### config.mk
export PLATFORM = sky130hd
export DESIGN_NAME = splm_peak
export DESIGN_NICKNAME = d
export VERILOG_FILES = /design/src/rtl/core/splm_pkg.sv /design/src/rtl/core/splm_peak.sv
export SDC_FILE = /design/constraint.sdc
export NUM_CORES = 1
export LEC_CHECK = 0
export ABC_AREA = 1
export BUFFER_PORTS_ARGS = -buffer_cell sky130_fd_sc_hd__buf_2
export CAP_MARGIN = 40
export CORE_UTILIZATION = 50
export DETAILED_ROUTE_END_ITERATION = 7
export HOLD_SLACK_MARGIN = 0.03
export PLACE_DENSITY = 0.71
export SYNTH_ARGS = -nofsm -noshare
export SYNTH_HDL_FRONTEND = slang
export SYNTH_SLANG_ARGS = --single-unit
### constraint.sdc
create_clock -name clk -period 3.7 [get_ports clk]
set_input_delay 0.37 -clock clk [delete_from_list [all_inputs] [get_ports clk]]
set_output_delay 0.37 -clock clk [all_outputs]
set_load 0.02 [all_outputs]
### src/rtl/core/splm_pkg.sv
`timescale 1ns / 1ps
// shared constants and types for the stereo peak level meter
// no dependencies
package splm_pkg;

	localparam int SAMPLE_BITS_DEF = 24;
	localparam int LANES = 2;
	localparam int LANE_L = 0;
	localparam int LANE_R = 1;

	localparam int DECAY_W = 8;
	localparam logic [DECAY_W-1:0] DECAY_RESET = 8'd24;

	localparam int DB_W = 12;
	localparam logic signed [DB_W-1:0] FLOOR_DB = -12'sd1536;
	localparam logic signed [DB_W-1:0] MIN_DB = -12'sd1600;

	// log2 by repeated squaring of a Q30 mantissa
	localparam int FRAC_BITS = 16;
	localparam int SQ_STAGES = FRAC_BITS;
	localparam int X_W = 31;
	localparam int P_W = 5;

	// attenuation = span * round(320*log10(2) * 2^16) / 2^32, rounded
	localparam int DIST_W = 21;
	localparam int SCALE_W = 23;
	localparam logic [SCALE_W-1:0] LOG_SCALE = 23'd6313057;
	localparam int PROD_W = DIST_W + SCALE_W;
	localparam int ATT_SHIFT = 32;
	localparam int ATT_W = PROD_W + 1 - ATT_SHIFT;
	localparam logic [ATT_W-1:0] ATT_MAX = 13'd1600;

	typedef logic signed [DB_W-1:0] db_t;

	typedef struct packed {
		logic                 fl;
		logic [P_W-1:0]       p;
		logic [X_W-1:0]       x;
		logic [FRAC_BITS-1:0] frac;
	} log_t;

endpackage

### src/rtl/core/splm_peak.sv
`timescale 1ns / 1ps
// per-channel peak magnitude tracking and snapshot at buffer end
// depends on splm_pkg
module splm_peak #(
	parameter int SAMPLE_BITS = splm_pkg::SAMPLE_BITS_DEF
) (
	input  logic                          clk,
	input  logic                          arst_n,
	input  logic                          in_valid,
	output logic                          in_ready,
	input  logic signed [SAMPLE_BITS-1:0] left_sample,
	input  logic signed [SAMPLE_BITS-1:0] right_sample,
	input  logic                          mono,
	input  logic                          last_in_buffer,
	output logic                          snap_valid,
	input  logic                          snap_ready,
	output logic [SAMPLE_BITS-2:0]        snap_mag [splm_pkg::LANES]
);
	import splm_pkg::*;

	localparam int MAG_W = SAMPLE_BITS - 1;
	localparam logic [SAMPLE_BITS-1:0] MOST_NEG = {1'b1, {MAG_W{1'b0}}};

	function automatic logic [MAG_W-1:0] mag_of(input logic [SAMPLE_BITS-1:0] s);
		logic [SAMPLE_BITS-1:0] neg;
		neg = ~s + 1'b1;
		if (s == MOST_NEG) begin
			return '1;
		end else if (s[SAMPLE_BITS-1]) begin
			return neg[MAG_W-1:0];
		end else begin
			return s[MAG_W-1:0];
		end
	endfunction

	logic             acc;
	logic             snap_v_q;
	logic [MAG_W-1:0] mag [LANES];
	logic [MAG_W-1:0] upd [LANES];
	logic [MAG_W-1:0] peak_q [LANES];
	logic [MAG_W-1:0] snap_q [LANES];

	assign in_ready = !snap_v_q || snap_ready;
	assign acc = in_valid && in_ready;
	assign snap_valid = snap_v_q;
	assign snap_mag = snap_q;

	always_comb begin
		mag[LANE_L] = mag_of(left_sample);
		mag[LANE_R] = mono ? mag[LANE_L] : mag_of(right_sample);
		for (int l = 0; l < LANES; l++) begin
			upd[l] = (mag[l] > peak_q[l]) ? mag[l] : peak_q[l];
		end
	end

	always_ff @(posedge clk or negedge arst_n) begin
		if (!arst_n) begin
			snap_v_q <= 1'b0;
			for (int l = 0; l < LANES; l++) begin
				peak_q[l] <= '0;
			end
		end else begin
			if (acc && last_in_buffer) begin
				snap_v_q <= 1'b1;
			end else if (snap_ready) begin
				snap_v_q <= 1'b0;
			end
			if (acc) begin
				for (int l = 0; l < LANES; l++) begin
					peak_q[l] <= last_in_buffer ? '0 : upd[l];
				end
			end
		end
	end

	always_ff @(posedge clk) begin
		if (acc && last_in_buffer) begin
			snap_q <= upd;
		end
	end

	a_peak_clear: assert property (@(posedge clk) disable iff (!arst_n)
		acc && last_in_buffer |=> peak_q[LANE_L] == '0 && peak_q[LANE_R] == '0 && snap_v_q)
		else $error("peaks not cleared at buffer end");

	a_peak_grow: assert property (@(posedge clk) disable iff (!arst_n)
		acc && !last_in_buffer |=> peak_q[LANE_L] >= $past(peak_q[LANE_L])
			&& peak_q[LANE_R] >= $past(peak_q[LANE_R]))
		else $error("peak decreased inside a buffer");

	a_snap_hold: assert property (@(posedge clk) disable iff (!arst_n)
		snap_v_q && !snap_ready |=> snap_v_q && $stable(snap_q[LANE_L])
			&& $stable(snap_q[LANE_R]))
		else $error("snapshot lost while stalled");

endmodule

==> flow_summary_export.csv <==
group,metric,value,unit
status,status,"complete, no violations",
layout,seq_area,2560,um^2
worst_setup_path,cp_cell_sequence,"buf_2 -> inv_1 -> ha_1 -> nand2_2 -> nor2_4 -> nand2_1 -> nand3_1 -> nand3_1 -> o21ai_1 -> inv_1 -> ha_1 -> nand2_1 -> nor2_1 -> nand2_1 -> nor2_1 -> nand2_1 -> nand2_1 -> nor2_1 -> nor2_4 -> buf_12 -> nand2_1 -> and2_1",
sta,hold_viol,0,
synthesis,syn_nets,1122,
drt,num_vias,6812,
synthesis,ys_ff_latch,93,
global_routing,grt.met3_usage,5.26,%
sta,hold_slack,0.325,ns
placement,hpwl,14900,um
layout,final_cells,1312,
layout,fillers,1336,
global_routing,use_met2,39.5,%
drt,first_iter_violations,558,
sta,tns,0,ns
drt,wl_per_cell,14.6,um
floorplan,die_y,123,um
floorplan,io_pins,102,
drt,drc,0,
placement,port_buffers,101,
drt,drt-pass1-iter-count,5,
pwr,ir_drop,0.248,mV
synthesis,synth_cells,1020,
worst_setup_path,worstReg2RegStart,"peak_q[41]",
cts,clock_sink_count,93,
global_routing,grt-ovfl-total,0,
synthesis,synthArstFlopShare,50.5,%
cts,cts_max_level,3,
worst_setup_path,crit_start,"left_sample[0]",
sta,final-max-slew-violation-count,0,
pwr,powerDensity,516,nW/um^2
layout,syn_to_final_growth,15.1,%
hold_path,hold_class,"primary input to flop",
worst_setup_path,cp.depth,22,
layout,diodes,0,
sta,timing.final.crit_share,87.9,%
worst_setup_path,worstPathBufferInverterCount,4,
worst_setup_path,max_stage_delay,0.30,ns
cts,clkTransAtPathRegs,0.07,ns
floorplan,die_w,123,um
sta,finalClockSkew,0.00659,ns
cts,cts_buffers,9,
sta,grt_setup_unrepaired,"false",
placement,gp_congestion,1.02,
sta,min_period,3.25,ns
worst_setup_path,end_kind,"flop",
cts,root_buffer,"clkbuf_16",
worst_setup_path,worstRegToRegCells,11,
cts,cts_tree,"yes",
synthesis,ys_types,40,
worst_setup_path,crit_required,3.81,ns
global_routing,busiest_layer,"met2",
floorplan,start_util,52.0,%
floorplan,core_area,14100,um^2
floorplan,num_rows,43,
drt,vias_per_cell,5.19,
drt,wl,19200,um
cts,cts_resized,0,
floorplan,dieArea,15100,um^2
global_routing,met1_usage,39.4,%
global_routing,grt_pass1_vias,6081,
drt,antenna_left,0,
global_routing,grtUsageTotal,26.6,%
placement,dp.cells,1295,
layout,fin_util,59.8,%
sta,relSlewSlack,67.9,%
worst_setup_path,r2r_end,"snap_mag[26]",
run,drv_cap,0,
synthesis,ys.flop_type,"dfrtp_1",
worst_setup_path,cp-start-kind,"primary input",
worst_setup_path,cp_max_fo,22,
layout,multi_input_area,4050,um^2
global_routing,grt_pass1_wl,30400,um
synthesis,yosysSeqAreaShare,34.9,%
layout,final_nets,1229,
synthesis,synth_edf_count,46,
layout,layout_common_cells,"nand2_1, inv_1, nand3_1, buf_2, nor2_1",
cts,insertion_delay,0.35,ns
pwr,p_leak,4.38,nW
layout,final_common_cell,"nand2_1",
worst_setup_path,critical_path_class,"primary input to flop",
synthesis,yosys_warnings,0,
worst_setup_path,endpoint,"snap_mag[9]",
worst_setup_path,crit_path_frequent_cell,"nand2_1",
worst_setup_path,cp_slowest_cell,"ha_1",
worst_setup_path,rrSetupSlack,1.33,ns
global_routing,antenna_found_initial,1,
synthesis,synth_area_leaders,"edfxtp_1, nand2_1, dfrtp_1",
synthesis,synth.cell_area,7330,um^2
synthesis,synth_area_leader_cell,"edfxtp_1",
layout,drive_above_1_share,18.0,%
cts,clk_path_buf_depth,2,
sta,setup_viol,0,
sta,worst_slew_pin_slew,0.480,ns
global_routing,grt_max_degree,38,
sta,max_freq,308,MHz
worst_setup_path,cp.arrival,3.37,ns
worst_setup_path,cpLargestDelayFamily,"simple AND/OR/NAND/NOR gates",
synthesis,synth_top_cell_area_share,18.8,%
synthesis,avgSynthCellArea,7.18,um^2
-- worst min-delay path: stages --
cell     delay (ns)
buf_2          0.07
inv_1          0.03
nand2_1        0.07
o21ai_0        0.08
-- state kept, by name, indices dropped and copies added (netlist names) --
| register | flops |
|---|---|
| peak_q | 46 |
| snap_mag | 46 |
| snap_valid | 1 |
-- per-stage QoR --
stage | instance area, um^2 | power, mW | worst slack (ns)
after floorplan | 7330 | 2.91 | 0.0882
after global placement | 8120 | 3.41 | 0.204
after detailed placement | 8140 | 3.45 | 0.121
after CTS | 8430 | 4.35 | 0.478
after global routing | 8430 | 4.68 | 0.196
final | 8430 | 4.35 | 0.449
-- logic make-up after synthesis --
| kind of cell | share of synthesized area, % |
|---|---|
| and+or+nand+nor | 37.9 |
| xor gates and xnor gates | 1.67 |
| adders and majority gates | 8.20 |
| buffers and inverters | 9.97 |
| AOI/OAI and AO/OA | 7.34 |
| DFF | 34.9 |
-- where the power goes --
group          switching, mW  leakage (nW)  internal (mW)
registers             0.0948          1.04           1.40
clock network          0.398         0.137          0.496
logic                   1.22          3.19          0.743
total                   1.71          4.38           2.64
-- layer usage --
metal	vias up	part of all wire, %
met5	-	0.068
met4	2	1.6
met3	22	7.8
met2	253	42
met1	3036	48
li1	3499	-
-- layout make-up --
type | count | area share (%)
Clock buffer | 14 | 3.13
Clock inverter | 2 | 0.208
Inverter | 143 | 6.40
Multi-Input combinational cell | 750 | 48.1
Sequential cell | 93 | 30.3
Tap cell | 180 | 2.67
Timing Repair Buffer | 130 | 9.20
-- how the worst min path moves through the flow --
stage,from,endpoint,depth (start not counted)
after CTS,snap_ready,snap_valid,4
after global placement,arst_n,peak_q[2],1
after global routing,last_in_buffer,peak_q[36],4
final,snap_ready,snap_valid,4
after detailed placement,arst_n,peak_q[2],1
after floorplan,arst_n,peak_q[0],0
-- cells in the mapped netlist, types with 3 or more instances --
| master | number |
|---|---|
| nand2_1 | 324 |
| inv_1 | 135 |
| nand3_1 | 108 |
| nor2_1 | 66 |
| ha_1 | 48 |
| dfrtp_1 | 47 |
| edfxtp_1 | 46 |
| and2_1 | 30 |
| a21oi_1 | 21 |
| nand3_2 | 15 |
| nand2_2 | 14 |
| nand3b_1 | 14 |
| o21ai_0 | 14 |
| o21ai_1 | 14 |
| nand4_1 | 13 |
| buf_2 | 12 |
| o21a_1 | 12 |
| clkbuf_1 | 10 |
| xor2_1 | 10 |
| nor2_2 | 8 |
| o21ai_2 | 8 |
| a21boi_1 | 7 |
| inv_2 | 7 |
| o211ai_1 | 7 |
| buf_4 | 5 |
| buf_6 | 4 |
| xnor2_1 | 4 |
| buf_1 | 3 |
| nor2_4 | 3 |
-- timing repair --
action	CTS	global route
endpoints found under the setup margin	0	0
buffers inserted	0	0
hold buffers	1	0
endpoints found under the hold margin	14	0
No activity file was read; power rests on OpenSTA's default activity.
